$ cat config.mk
export PLATFORM = sky130hd
export DESIGN_NAME = soft_hard_symbol_demapper_top
export DESIGN_NICKNAME = d
export VERILOG_FILES = /design/src/hw/rtl/sdm_pkg.sv /design/src/hw/rtl/sdm_scale.sv /design/src/hw/rtl/sdm_decide.sv /design/src/hw/rtl/sdm_llr.sv /design/src/hw/rtl/soft_hard_symbol_demapper_top.sv
export SDC_FILE = /design/constraint.sdc
export NUM_CORES = 2
export LEC_CHECK = 0
export BUFFER_PORTS_ARGS = -buffer_cell sky130_fd_sc_hd__buf_2
export CORE_ASPECT_RATIO = 0.5
export CORE_MARGIN = 4
export CORE_UTILIZATION = 40
export CTS_CLUSTER_DIAMETER = 150
export DETAILED_ROUTE_END_ITERATION = 8
export SLEW_MARGIN = 20
export SYNTH_ARGS = -nofsm -noshare
export SYNTH_HDL_FRONTEND = slang
export SYNTH_HIERARCHICAL = 1
export SYNTH_SLANG_ARGS = --single-unit
$ cat constraint.sdc
create_clock -name clk_i -period 9.55 [get_ports clk_i]
set_input_delay 0.4775 -clock clk_i [delete_from_list [all_inputs] [get_ports clk_i]]
set_output_delay 0.4775 -clock clk_i [all_outputs]
set_load 0.02 [all_outputs]
$ cat src/hw/rtl/sdm_pkg.sv
// Shared constants and types for the soft/hard symbol demapper.
package sdm_pkg;

  localparam int SampleWidthDef = 16;
  localparam int LlrWidthDef    = 24;

  localparam int ModWidth      = 2;
  localparam int GainWidth     = 19;
  localparam int CfgIdxWidth   = 1;
  localparam int CfgDataWidth  = GainWidth;
  localparam int HardWidth     = 4;
  localparam int CountWidth    = 3;
  localparam int NumLanes      = 4;

  // register indexes
  localparam logic [CfgIdxWidth-1:0] RegModulation = 1'd0;
  localparam logic [CfgIdxWidth-1:0] RegLlrGain    = 1'd1;

  // modulation codes (the reserved code falls back to QPSK)
  localparam logic [ModWidth-1:0] ModBpsk  = 2'd0;
  localparam logic [ModWidth-1:0] ModQpsk  = 2'd1;
  localparam logic [ModWidth-1:0] ModQam16 = 2'd2;

  localparam logic [ModWidth-1:0]  ModReset  = ModQpsk;
  localparam logic [GainWidth-1:0] GainReset = 19'd512;

  // LLR counts per modulation
  localparam logic [CountWidth-1:0] CntBpsk  = 3'd1;
  localparam logic [CountWidth-1:0] CntQpsk  = 3'd2;
  localparam logic [CountWidth-1:0] CntQam16 = 3'd4;

  localparam int Sqrt10Q14 = 51811;  // sqrt(10) in Q2.14
  localparam int TwoQ13    = 16384;  // 2.0 in Q.13
  localparam int HalfQ14   = 8192;   // rounding bias for >> 14
  localparam int HalfQ13   = 4096;   // rounding bias for >> 13

  // per-beat control captured at input
  typedef struct packed {
    logic [ModWidth-1:0]  mode;
    logic [GainWidth-1:0] gain;
  } sdm_ctl_t;

  // decision sideband carried alongside the LLR lanes
  typedef struct packed {
    logic [HardWidth-1:0]  hard;
    logic [CountWidth-1:0] cnt;
  } sdm_side_t;

endpackage

$ cat src/hw/rtl/sdm_scale.sv
// Stage 1: captures the point and forms the sqrt(10) products of both axes.
module sdm_scale #(
  parameter int SAMPLE_WIDTH = sdm_pkg::SampleWidthDef
) (
  input  logic                           clk_i,
  input  logic                           rst_ni,
  input  logic                           valid_i,
  output logic                           ready_o,
  input  logic signed [SAMPLE_WIDTH-1:0] si_i,
  input  logic signed [SAMPLE_WIDTH-1:0] sq_i,
  input  sdm_pkg::sdm_ctl_t              ctl_i,
  output logic                           valid_o,
  input  logic                           ready_i,
  output logic signed [SAMPLE_WIDTH-1:0] si_o,
  output logic signed [SAMPLE_WIDTH-1:0] sq_o,
  output logic signed [SAMPLE_WIDTH+16:0] pi_o,
  output logic signed [SAMPLE_WIDTH+16:0] pq_o,
  output sdm_pkg::sdm_ctl_t              ctl_o
);

  localparam logic signed [16:0] Sqrt10 = 17'(sdm_pkg::Sqrt10Q14);

  logic                            valid_q;
  logic signed [SAMPLE_WIDTH-1:0]  si_q, sq_q;
  logic signed [SAMPLE_WIDTH+16:0] pi_q, pq_q, pi_d, pq_d;
  sdm_pkg::sdm_ctl_t               ctl_q;

  assign ready_o = !valid_q || ready_i;
  assign pi_d    = si_i * Sqrt10;
  assign pq_d    = sq_i * Sqrt10;

  always_ff @(posedge clk_i or negedge rst_ni) begin
    if (!rst_ni) begin
      valid_q <= 1'b0;
    end else if (ready_o) begin
      valid_q <= valid_i;
    end
  end

  always_ff @(posedge clk_i) begin
    if (valid_i && ready_o) begin
      si_q  <= si_i;
      sq_q  <= sq_i;
      pi_q  <= pi_d;
      pq_q  <= pq_d;
      ctl_q <= ctl_i;
    end
  end

  assign valid_o = valid_q;
  assign si_o    = si_q;
  assign sq_o    = sq_q;
  assign pi_o    = pi_q;
  assign pq_o    = pq_q;
  assign ctl_o   = ctl_q;

endmodule

$ cat src/hw/rtl/sdm_decide.sv
// Stage 2: rounds the scaled axes, makes hard decisions, selects LLR operands.
module sdm_decide #(
  parameter int SAMPLE_WIDTH = sdm_pkg::SampleWidthDef,
  parameter int OP_WIDTH     = sdm_pkg::SampleWidthDef + 3
) (
  input  logic                            clk_i,
  input  logic                            rst_ni,
  input  logic                            valid_i,
  output logic                            ready_o,
  input  logic signed [SAMPLE_WIDTH-1:0]  si_i,
  input  logic signed [SAMPLE_WIDTH-1:0]  sq_i,
  input  logic signed [SAMPLE_WIDTH+16:0] pi_i,
  input  logic signed [SAMPLE_WIDTH+16:0] pq_i,
  input  sdm_pkg::sdm_ctl_t               ctl_i,
  output logic                            valid_o,
  input  logic                            ready_i,
  output logic [sdm_pkg::NumLanes-1:0][OP_WIDTH-1:0] op_o,
  output logic [sdm_pkg::GainWidth-1:0]   gain_o,
  output sdm_pkg::sdm_side_t              side_o
);

  localparam int PW = SAMPLE_WIDTH + 17;
  localparam logic signed [PW-1:0]       Bias   = PW'(sdm_pkg::HalfQ14);
  localparam logic signed [OP_WIDTH-1:0] TwoOp  = OP_WIDTH'(sdm_pkg::TwoQ13);
  localparam logic signed [OP_WIDTH-1:0] NTwoOp = -TwoOp;

  logic signed [PW-1:0]       xr, yr;
  logic signed [OP_WIDTH-1:0] x, y, ax, ay, sie, sqe;
  logic [1:0]                 lvl_x, lvl_y;
  logic [sdm_pkg::NumLanes-1:0][OP_WIDTH-1:0] op_d, op_q;
  sdm_pkg::sdm_side_t         side_d, side_q;
  logic [sdm_pkg::GainWidth-1:0] gain_q;
  logic                       valid_q;

  // floor((p + 2^13) / 2^14)
  assign xr  = (pi_i + Bias) >>> 14;
  assign yr  = (pq_i + Bias) >>> 14;
  assign x   = xr[OP_WIDTH-1:0];
  assign y   = yr[OP_WIDTH-1:0];
  assign ax  = x[OP_WIDTH-1] ? -x : x;
  assign ay  = y[OP_WIDTH-1] ? -y : y;
  assign sie = {{(OP_WIDTH-SAMPLE_WIDTH){si_i[SAMPLE_WIDTH-1]}}, si_i};
  assign sqe = {{(OP_WIDTH-SAMPLE_WIDTH){sq_i[SAMPLE_WIDTH-1]}}, sq_i};

  function automatic logic [1:0] level(input logic signed [OP_WIDTH-1:0] v);
    logic [1:0] l;
    if (v < NTwoOp)      l = 2'd0;
    else if (v < 0)      l = 2'd1;
    else if (v < TwoOp)  l = 2'd2;
    else                 l = 2'd3;
    return l;
  endfunction

  assign lvl_x = level(x);
  assign lvl_y = level(y);

  always_comb begin
    op_d = '0;
    unique case (ctl_i.mode)
      sdm_pkg::ModBpsk: begin
        op_d[0]     = sie;
        side_d.hard = {3'b000, si_i[SAMPLE_WIDTH-1]};
        side_d.cnt  = sdm_pkg::CntBpsk;
      end
      sdm_pkg::ModQam16: begin
        op_d[0]     = x;
        op_d[1]     = TwoOp - ax;
        op_d[2]     = y;
        op_d[3]     = TwoOp - ay;
        side_d.hard = {lvl_y, lvl_x};
        side_d.cnt  = sdm_pkg::CntQam16;
      end
      default: begin
        op_d[0]     = sie;
        op_d[1]     = sqe;
        side_d.hard = {2'b00, sq_i[SAMPLE_WIDTH-1], si_i[SAMPLE_WIDTH-1]};
        side_d.cnt  = sdm_pkg::CntQpsk;
      end
    endcase
  end

  assign ready_o = !valid_q || ready_i;

  always_ff @(posedge clk_i or negedge rst_ni) begin
    if (!rst_ni) begin
      valid_q <= 1'b0;
    end else if (ready_o) begin
      valid_q <= valid_i;
    end
  end

  always_ff @(posedge clk_i) begin
    if (valid_i && ready_o) begin
      op_q   <= op_d;
      side_q <= side_d;
      gain_q <= ctl_i.gain;
    end
  end

  assign valid_o = valid_q;
  assign op_o    = op_q;
  assign gain_o  = gain_q;
  assign side_o  = side_q;

endmodule

$ cat src/hw/rtl/sdm_llr.sv
// Stages 3 and 4: four gain multipliers, then round to Q.8 and saturate.
module sdm_llr #(
  parameter int OP_WIDTH  = sdm_pkg::SampleWidthDef + 3,
  parameter int LLR_WIDTH = sdm_pkg::LlrWidthDef
) (
  input  logic                          clk_i,
  input  logic                          rst_ni,
  input  logic                          valid_i,
  output logic                          ready_o,
  input  logic [sdm_pkg::NumLanes-1:0][OP_WIDTH-1:0] op_i,
  input  logic [sdm_pkg::GainWidth-1:0] gain_i,
  input  sdm_pkg::sdm_side_t            side_i,
  output logic                          valid_o,
  input  logic                          ready_i,
  output logic [sdm_pkg::NumLanes-1:0][LLR_WIDTH-1:0] llr_o,
  output sdm_pkg::sdm_side_t            side_o
);

  localparam int PW = OP_WIDTH + sdm_pkg::GainWidth + 1;
  localparam int RW = ((OP_WIDTH + 7) > LLR_WIDTH ? (OP_WIDTH + 7) : LLR_WIDTH) + 1;
  localparam logic signed [PW-1:0] Bias = PW'(sdm_pkg::HalfQ13);
  localparam logic signed [RW-1:0] LMax = {{(RW-LLR_WIDTH+1){1'b0}}, {(LLR_WIDTH-1){1'b1}}};
  localparam logic signed [RW-1:0] LMin = {{(RW-LLR_WIDTH+1){1'b1}}, {(LLR_WIDTH-1){1'b0}}};

  logic                   mul_valid_q, out_valid_q, mul_ready;
  logic signed [sdm_pkg::GainWidth:0] gain_s;
  logic [sdm_pkg::NumLanes-1:0][PW-1:0]        prod_d, prod_q;
  logic [sdm_pkg::NumLanes-1:0][LLR_WIDTH-1:0] llr_d, llr_q;
  sdm_pkg::sdm_side_t     mul_side_q, out_side_q;

  assign gain_s = $signed({1'b0, gain_i});

  for (genvar k = 0; k < sdm_pkg::NumLanes; k++) begin : g_lane
    logic signed [PW-1:0] sh;
    logic signed [RW-1:0] r;
    assign prod_d[k] = $signed(op_i[k]) * gain_s;
    // floor((p + 2^12) / 2^13)
    assign sh = ($signed(prod_q[k]) + Bias) >>> 13;
    assign r  = sh[RW-1:0];
    assign llr_d[k] = (r > LMax) ? LMax[LLR_WIDTH-1:0] :
                      (r < LMin) ? LMin[LLR_WIDTH-1:0] : r[LLR_WIDTH-1:0];
  end

  assign mul_ready = !out_valid_q || ready_i;
  assign ready_o   = !mul_valid_q || mul_ready;

  always_ff @(posedge clk_i or negedge rst_ni) begin
    if (!rst_ni) begin
      mul_valid_q <= 1'b0;
      out_valid_q <= 1'b0;
    end else begin
      if (ready_o)   mul_valid_q <= valid_i;
      if (mul_ready) out_valid_q <= mul_valid_q;
    end
  end

  always_ff @(posedge clk_i) begin
    if (valid_i && ready_o) begin
      prod_q     <= prod_d;
      mul_side_q <= side_i;
    end
    if (mul_valid_q && mul_ready) begin
      llr_q      <= llr_d;
      out_side_q <= mul_side_q;
    end
  end

  assign valid_o = out_valid_q;
  assign llr_o   = llr_q;
  assign side_o  = out_side_q;

endmodule

$ cat src/hw/rtl/soft_hard_symbol_demapper_top.sv
// Top level of the BPSK/QPSK/16-QAM soft/hard symbol demapper.
//
// Usage:
//   Input channel: one equalized point (sample_i_i, sample_q_i, signed Q2.13)
//   per beat, taken when in_valid_i is high and in_stall_o is low.
//   Output channel: one result per input beat: hard bits, LLR count and four
//   Q15.8 LLRs (unused ones zero), taken when out_valid_o is high and
//   out_stall_i is low.
//   Config: cfg_we_i writes register cfg_idx_i (0 modulation, 1 llr_gain)
//   from cfg_data_i; write only while no beat is in flight.
// Throughput: one beat per cycle while out_stall_i is low; four register
//   stages (sqrt(10) multiply, decision/operand select, gain multiply,
//   round/saturate) each hold one beat.
// Stall: each stage is ready when empty or when its successor moves, so
//   bubbles close up and in_stall_o rises only once all four stages are full
//   behind a stalled output. No beat is dropped or duplicated.
// Reset: pipeline empties, modulation returns to QPSK and gain to 2.0.
module soft_hard_symbol_demapper_top #(
  parameter int SAMPLE_WIDTH = sdm_pkg::SampleWidthDef,
  parameter int LLR_WIDTH    = sdm_pkg::LlrWidthDef
) (
  input  logic                                clk_i,
  input  logic                                rst_ni,
  input  logic                                cfg_we_i,
  input  logic [sdm_pkg::CfgIdxWidth-1:0]     cfg_idx_i,
  input  logic [sdm_pkg::CfgDataWidth-1:0]    cfg_data_i,
  input  logic                                in_valid_i,
  output logic                                in_stall_o,
  input  logic signed [SAMPLE_WIDTH-1:0]      sample_i_i,
  input  logic signed [SAMPLE_WIDTH-1:0]      sample_q_i,
  output logic                                out_valid_o,
  input  logic                                out_stall_i,
  output logic [sdm_pkg::HardWidth-1:0]       hard_bits_o,
  output logic [sdm_pkg::CountWidth-1:0]      llr_count_o,
  output logic signed [LLR_WIDTH-1:0]         llr_zero_o,
  output logic signed [LLR_WIDTH-1:0]         llr_one_o,
  output logic signed [LLR_WIDTH-1:0]         llr_two_o,
  output logic signed [LLR_WIDTH-1:0]         llr_three_o
);

  // operand width: holds the scaled axis, 2 - |x| and the constant 2.0 in Q.13
  localparam int OpWidth = (SAMPLE_WIDTH + 3) > 16 ? (SAMPLE_WIDTH + 3) : 16;

  // configuration registers
  logic [sdm_pkg::ModWidth-1:0]  mod_q;
  logic [sdm_pkg::GainWidth-1:0] gain_q;

  always_ff @(posedge clk_i or negedge rst_ni) begin
    if (!rst_ni) begin
      mod_q  <= sdm_pkg::ModReset;
      gain_q <= sdm_pkg::GainReset;
    end else if (cfg_we_i) begin
      case (cfg_idx_i)
        sdm_pkg::RegModulation: mod_q  <= cfg_data_i[sdm_pkg::ModWidth-1:0];
        sdm_pkg::RegLlrGain:    gain_q <= cfg_data_i[sdm_pkg::GainWidth-1:0];
        default: ;
      endcase
    end
  end

  sdm_pkg::sdm_ctl_t in_ctl, s1_ctl;
  assign in_ctl.mode = mod_q;
  assign in_ctl.gain = gain_q;

  // stage 1: sqrt(10) products
  logic                            s1_valid, s1_ready, in_ready;
  logic signed [SAMPLE_WIDTH-1:0]  s1_si, s1_sq;
  logic signed [SAMPLE_WIDTH+16:0] s1_pi, s1_pq;

  sdm_scale #(.SAMPLE_WIDTH(SAMPLE_WIDTH)) u_scale (
    .clk_i   (clk_i),
    .rst_ni  (rst_ni),
    .valid_i (in_valid_i),
    .ready_o (in_ready),
    .si_i    (sample_i_i),
    .sq_i    (sample_q_i),
    .ctl_i   (in_ctl),
    .valid_o (s1_valid),
    .ready_i (s1_ready),
    .si_o    (s1_si),
    .sq_o    (s1_sq),
    .pi_o    (s1_pi),
    .pq_o    (s1_pq),
    .ctl_o   (s1_ctl)
  );

  assign in_stall_o = !in_ready;

  // stage 2: decisions and operand selection
  logic                                  s2_valid, s2_ready;
  logic [sdm_pkg::NumLanes-1:0][OpWidth-1:0] s2_op;
  logic [sdm_pkg::GainWidth-1:0]         s2_gain;
  sdm_pkg::sdm_side_t                    s2_side, out_side;

  sdm_decide #(.SAMPLE_WIDTH(SAMPLE_WIDTH), .OP_WIDTH(OpWidth)) u_decide (
    .clk_i   (clk_i),
    .rst_ni  (rst_ni),
    .valid_i (s1_valid),
    .ready_o (s1_ready),
    .si_i    (s1_si),
    .sq_i    (s1_sq),
    .pi_i    (s1_pi),
    .pq_i    (s1_pq),
    .ctl_i   (s1_ctl),
    .valid_o (s2_valid),
    .ready_i (s2_ready),
    .op_o    (s2_op),
    .gain_o  (s2_gain),
    .side_o  (s2_side)
  );

  // stages 3 and 4: gain multiply, round and saturate; stage 4 is the output
  logic [sdm_pkg::NumLanes-1:0][LLR_WIDTH-1:0] out_llr;

  sdm_llr #(.OP_WIDTH(OpWidth), .LLR_WIDTH(LLR_WIDTH)) u_llr (
    .clk_i   (clk_i),
    .rst_ni  (rst_ni),
    .valid_i (s2_valid),
    .ready_o (s2_ready),
    .op_i    (s2_op),
    .gain_i  (s2_gain),
    .side_i  (s2_side),
    .valid_o (out_valid_o),
    .ready_i (!out_stall_i),
    .llr_o   (out_llr),
    .side_o  (out_side)
  );

  assign hard_bits_o = out_side.hard;
  assign llr_count_o = out_side.cnt;
  assign llr_zero_o  = out_llr[0];
  assign llr_one_o   = out_llr[1];
  assign llr_two_o   = out_llr[2];
  assign llr_three_o = out_llr[3];

endmodule

-- Word level (Yosys, flattened, before mapping)
Index checks and enable logic that the tools add are counted.
- order comparisons: 14
- equality and inequality tests: 1
- add/sub/neg operators: 10
- multiplexer cells: 15
- bitwise logic cells: 1
- multiply operators: 6
- reductions and logical operators: 17
- operators by type and width (cell ; count):
    39-bit by 14-bit adder with 39-bit output, second input constant ; 4
    19-bit by 20-bit multiplier with 39-bit output ; 4
    26-bit by 24-bit greater-than comparator with 1-bit output, second input constant ; 4
    26-bit by 24-bit < comparator with 1-bit output, second input constant ; 4
    24-bit two-way mux ; 4
    33-bit by 15-bit adder with 33-bit output, second input constant ; 2
    16-bit by 17-bit multiplier with 33-bit output, second input constant ; 2
    19-bit two-way mux ; 3
    19-bit by 1-bit < comparator with 1-bit output, second input constant ; 2
    19-bit by 15-bit < comparator with 1-bit output, second input constant ; 2
    19-bit by 16-bit < comparator with 1-bit output, second input constant ; 2
    19-bit negation ; 2
    19-bit case mux with 2 select lines ; 1
    16-bit by 19-bit subtractor with 19-bit output, first input constant ; 2
    7-bit case mux with 2 select lines ; 1
    2-bit two-way mux ; 4
    1-bit zero test ; 6
    1-bit logical AND ; 4
    1-bit logical OR ; 4
    2-bit AND reduction ; 2
    2-bit == test, second input constant ; 1
    2-bit zero test ; 1
    1-bit two-way mux ; 2
    1-bit inverter ; 1
- bits in registers: 512

-- Logic depth before layout (Yosys ltp)
- depth after elaboration: 6
- mapped depth: 25
- depth with buffers taken out: 23

-- By module
Netlist, hierarchy kept.
- by module, submodules not included (module ; seq. area each (sq um) ; area an instance (sq um) ; instances ; cells each):
    sdm_llr ; 6596.3 ; 57722.9 ; 1 ; 5990
    sdm_scale ; 3538.4 ; 13070.0 ; 1 ; 1182
    sdm_decide ; 3057.9 ; 7053.0 ; 1 ; 752
    soft_hard_symbol_demapper_top ; 528.0 ; 838.3 ; 1 ; 47

-- Worst setup path before layout
No wires, ideal clock.
- path kind: flip-flop to flip-flop
- start: register u_decide.gain_q (netlist bit u_decide/gain_o[7])
- end: register u_llr/prod_q[37] (netlist name), data pin
- buffers on the path: 2
- setup time: 0.259 ns
- required time: 9.291 ns
- slack: 2.958 ns
- cell stages (with the launch flop): 22
- arrival: 6.333 ns
- cells stage by stage: edfxtp_1 clkbuf_1 clkbuf_1 nand2_1 fa_1 inv_1 fa_1 inv_1 fa_1 inv_1 fa_1 fa_1 fa_1 fa_1 ha_1 a21oi_1 o21bai_4 or4_1 o211a_4 a31o_1 a211o_1 xor2_1
- RTL lines (what ; line ; text):
    from (decl) ; sdm_decide.sv:32 ; logic [sdm_pkg::GainWidth-1:0] gain_q;
    from (signal assigned) ; sdm_decide.sv:96 ; gain_q <= ctl_i.gain;
    to (signal assigned) ; sdm_llr.sv:59 ; prod_q <= prod_d;
    to (decl) ; sdm_llr.sv:27 ; logic [sdm_pkg::NumLanes-1:0][PW-1:0] prod_d, prod_q;

==> results by group <==
Outcome
  – Status: complete, no violations

Floorplan
  – Die Ht: 320 microns
  – DIE AREA: 202000 sq um
  – Top-Level Pins: 162
  – Cell Rows: 114
  – Die width: 632 microns
  – CORE AREA: 193000 sq um
  – Starting Density: 0.402

Route
  – Uppermost layer routed: met5
  – Post-route ant nets: 0
  – Initial DRC Count: 3474
  – Routed vias/inst: 5.08
  – Detailed Route WL: 198 mm
  – Routed wl met2: 89.1 mm
  – DRC violations left: 0
  – DR WL met3: 13.6 mm
  – Vias: 53500
  – DR pass1 iterations: 5
  – Met1 wire length: 91.3 mm
  – Wirelength per Cell: 18.8 microns

Layout
  – Layout filler cell count: 18700
  – Fin nets: 10100
  – Util after Layout: 0.429
  – Seq. cell area: 13000 sq um
  – Area of the multi-input gates: 57400 sq um
  – Layout cells sized above 1: 0.0612
  – Layout area overhead: 6.66%

Timing
  – Achievable Freq: 137 MHz
  – Worst Clk Skew: 66.0 ps
  – Hold Fails Final Rpt: 0
  – Max Transition Viols Final: 0
  – RSZ-0062 raised after global routing: false
  – Post-route setup TNS: 0 ps
  – Min Tclk post-route: 7300 ps
  – Relative slew margins: 0.204
  – Crit share post-route: 0.764
  – Final setup vio count: 0
  – Worst Tran Pin Value: 1180 ps

Clocking
  – CTS tree: yes
  – CTS clk-pin slew, worst paths: 60 ps
  – H-tree Lvls: 2
  – CTS root buf: clkbuf_16
  – Total CTS buffers: 50
  – Clock Latency Late Sink: 710 ps
  – # Post-CTS Setup Buffers: 0
  – Max Root-Sink Buffers: 3
  – CTS Sinks: 437

Placement
  – GPL Wtd Cong: 0.864
  – HPWL after DPL: 151 mm
  – PortBufs: 161

Yosys
  – Synthesized Nets: 10200
  – Avg Inst Size Synth: 9.82 sq um
  – Synth Warn #: 6
  – Cell Area, Synth: 77800 sq um
  – Cells after synthesis: 7924

Setup path
  – Crit-path max cell delay: 850 ps
  – Worst Path Arrival: 7760 ps
  – Cell breakdown of the critical path: buf_4 -> nand2_1 -> fa_1 -> fa_1 -> fa_1 -> inv_1 -> fa_1 -> fa_1 -> fa_1 -> fa_1 -> ha_1 -> a21o_1 -> a21oi_1 -> o21ai_1 -> a2111oi_4 -> nor3_1 -> a31o_1 -> a311oi_2
  – Critical Path Sink Type: register
  – Crit-path slowest cell: buf_4
  – Data required time of the worst path: 10020 ps
  – CP Class: reg -> reg
  – Cell mode on critical path: fa_1
  – Critical path fanouts, max: 76
  – CP startpoint kind: register

GRT
  – First-pass GRT wire length: 319 mm
  – Gr ovfl total: 0
  – Vias in the first global route: 56400
  – Largest net degree at the start of global routing: 77
  – Initial antenna violation count: 12
  – Gr usage total: 0.200

Min path
  – Hold Crit Class: in -> reg

Flow run
  – Max cap viols: 0
worst max-delay path: cells and delay by family, from the launching register on:
kind / cells / cell delay, ps
AND/OR/NAND/NOR: 2 / 320
adder cells (fa/ha/maj): 8 / 3970
flip-flops: 1 / 320
AO/OA/AOI/OAI: 6 / 1500
buffers and inverters: 2 / 910
layout make-up:
type	instances	share of cell area
Timing Repair Buffer	251	0.0199
Multi-Input combinational cell	5542	0.692
Antenna cell	8	0.000241
Clock inverter	32	0.00357
Tap cell	2610	0.0394
Clock buffer	61	0.0161
Inverter	1602	0.0725
Sequential cell	437	0.157
flip-flops by register name, summed over array words and instances (netlist names):
name,cells
u_llr/mul_valid_q,1
u_scale/pq_o,20
gain_q,19
u_llr/side_o,7
u_llr/prod_q,108
u_scale/ctl_o,21
u_decide/side_o,7
u_scale/sq_o,16
u_decide/valid_o,1
mod_q,2
u_scale/si_o,16
u_llr/valid_o,1
u_llr/mul_side_q,7
u_scale/pi_o,20
u_decide/gain_o,19
u_scale/valid_o,1
u_decide/op_o,75
u_llr/llr_o,96
metal layers:
| layer | track usage | vias to the layer above |
|---|---|---|
| met5 | 0 | - |
| met4 | 0.0441 | 2 |
| met3 | 0.0397 | 238 |
| met2 | 0.315 | 1371 |
| met1 | 0.284 | 27100 |
| li1 | - | 24800 |
stage by stage:
stage / std cells / setup WS, ps / hold WS [ps] / instance area (sq um)
floorplan: 7924 / 2960 / 182 / 77800
global placement: 10400 / 2420 / 401 / 81200
detailed placement: 10400 / 2360 / 405 / 81200
CTS: 10500 / 2330 / 0.132 / 82900
global route: 10500 / 1910 / 10.5 / 83000
finish: 10500 / 2250 / 43.2 / 83000
repair_timing:
action / CTS / global route
endpoints found under the hold margin: 34 / 0
resized for setup: 0 / 0
hold buffers: 12 / 0
final timing paths:
| kind | endpoint | start | cells after the start | slack [ps] |
|---|---|---|---|---|
| min in group asynchronous | gain_q[7] | rst_ni | 2 | 340 |
| max in group asynchronous | mod_q[0] | rst_ni | 2 | 8830 |
| worst max-delay path | u_llr/prod_q[76] | u_decide/gain_o[12] | 18 | 2250 |
| worst max register to register | u_llr/prod_q[76] | u_decide/gain_o[12] | 18 | 2250 |
| worst min-delay path | gain_q[15] | cfg_data_i[15] | 2 | 40 |
| worst min register to register | u_decide/gain_o[18] | u_scale/ctl_o[18] | 0 | 420 |
placed cells by master, fill, tap and decap left out, types with 12 or more instances in the layout:
master	count
and3_1	51
dlygate4sd3_1	12
ha_1	922
edfxtp_1	412
o21a_1	14
fa_1	1280
nor3_1	48
nand2b_1	57
clkbuf_16	50
a21o_1	86
o21ai_1	46
inv_1	1601
nand4_1	59
and4_1	27
dfrtp_1	23
o211ai_1	19
a31o_2	12
a211oi_1	20
and2_1	793
nor2b_1	57
xnor2_1	176
o31ai_1	18
xor2_1	142
o21ai_0	116
o21bai_1	15
nand3_1	90
buf_2	161
nand2_1	790
o21ai_2	42
buf_4	67
a21oi_1	162
nor2_1	177
or2_2	14
nor4_1	14
a31oi_1	40
Power is not shown: default switching activity piles up to over one toggle a cycle in this logic, so the estimate is an artifact.
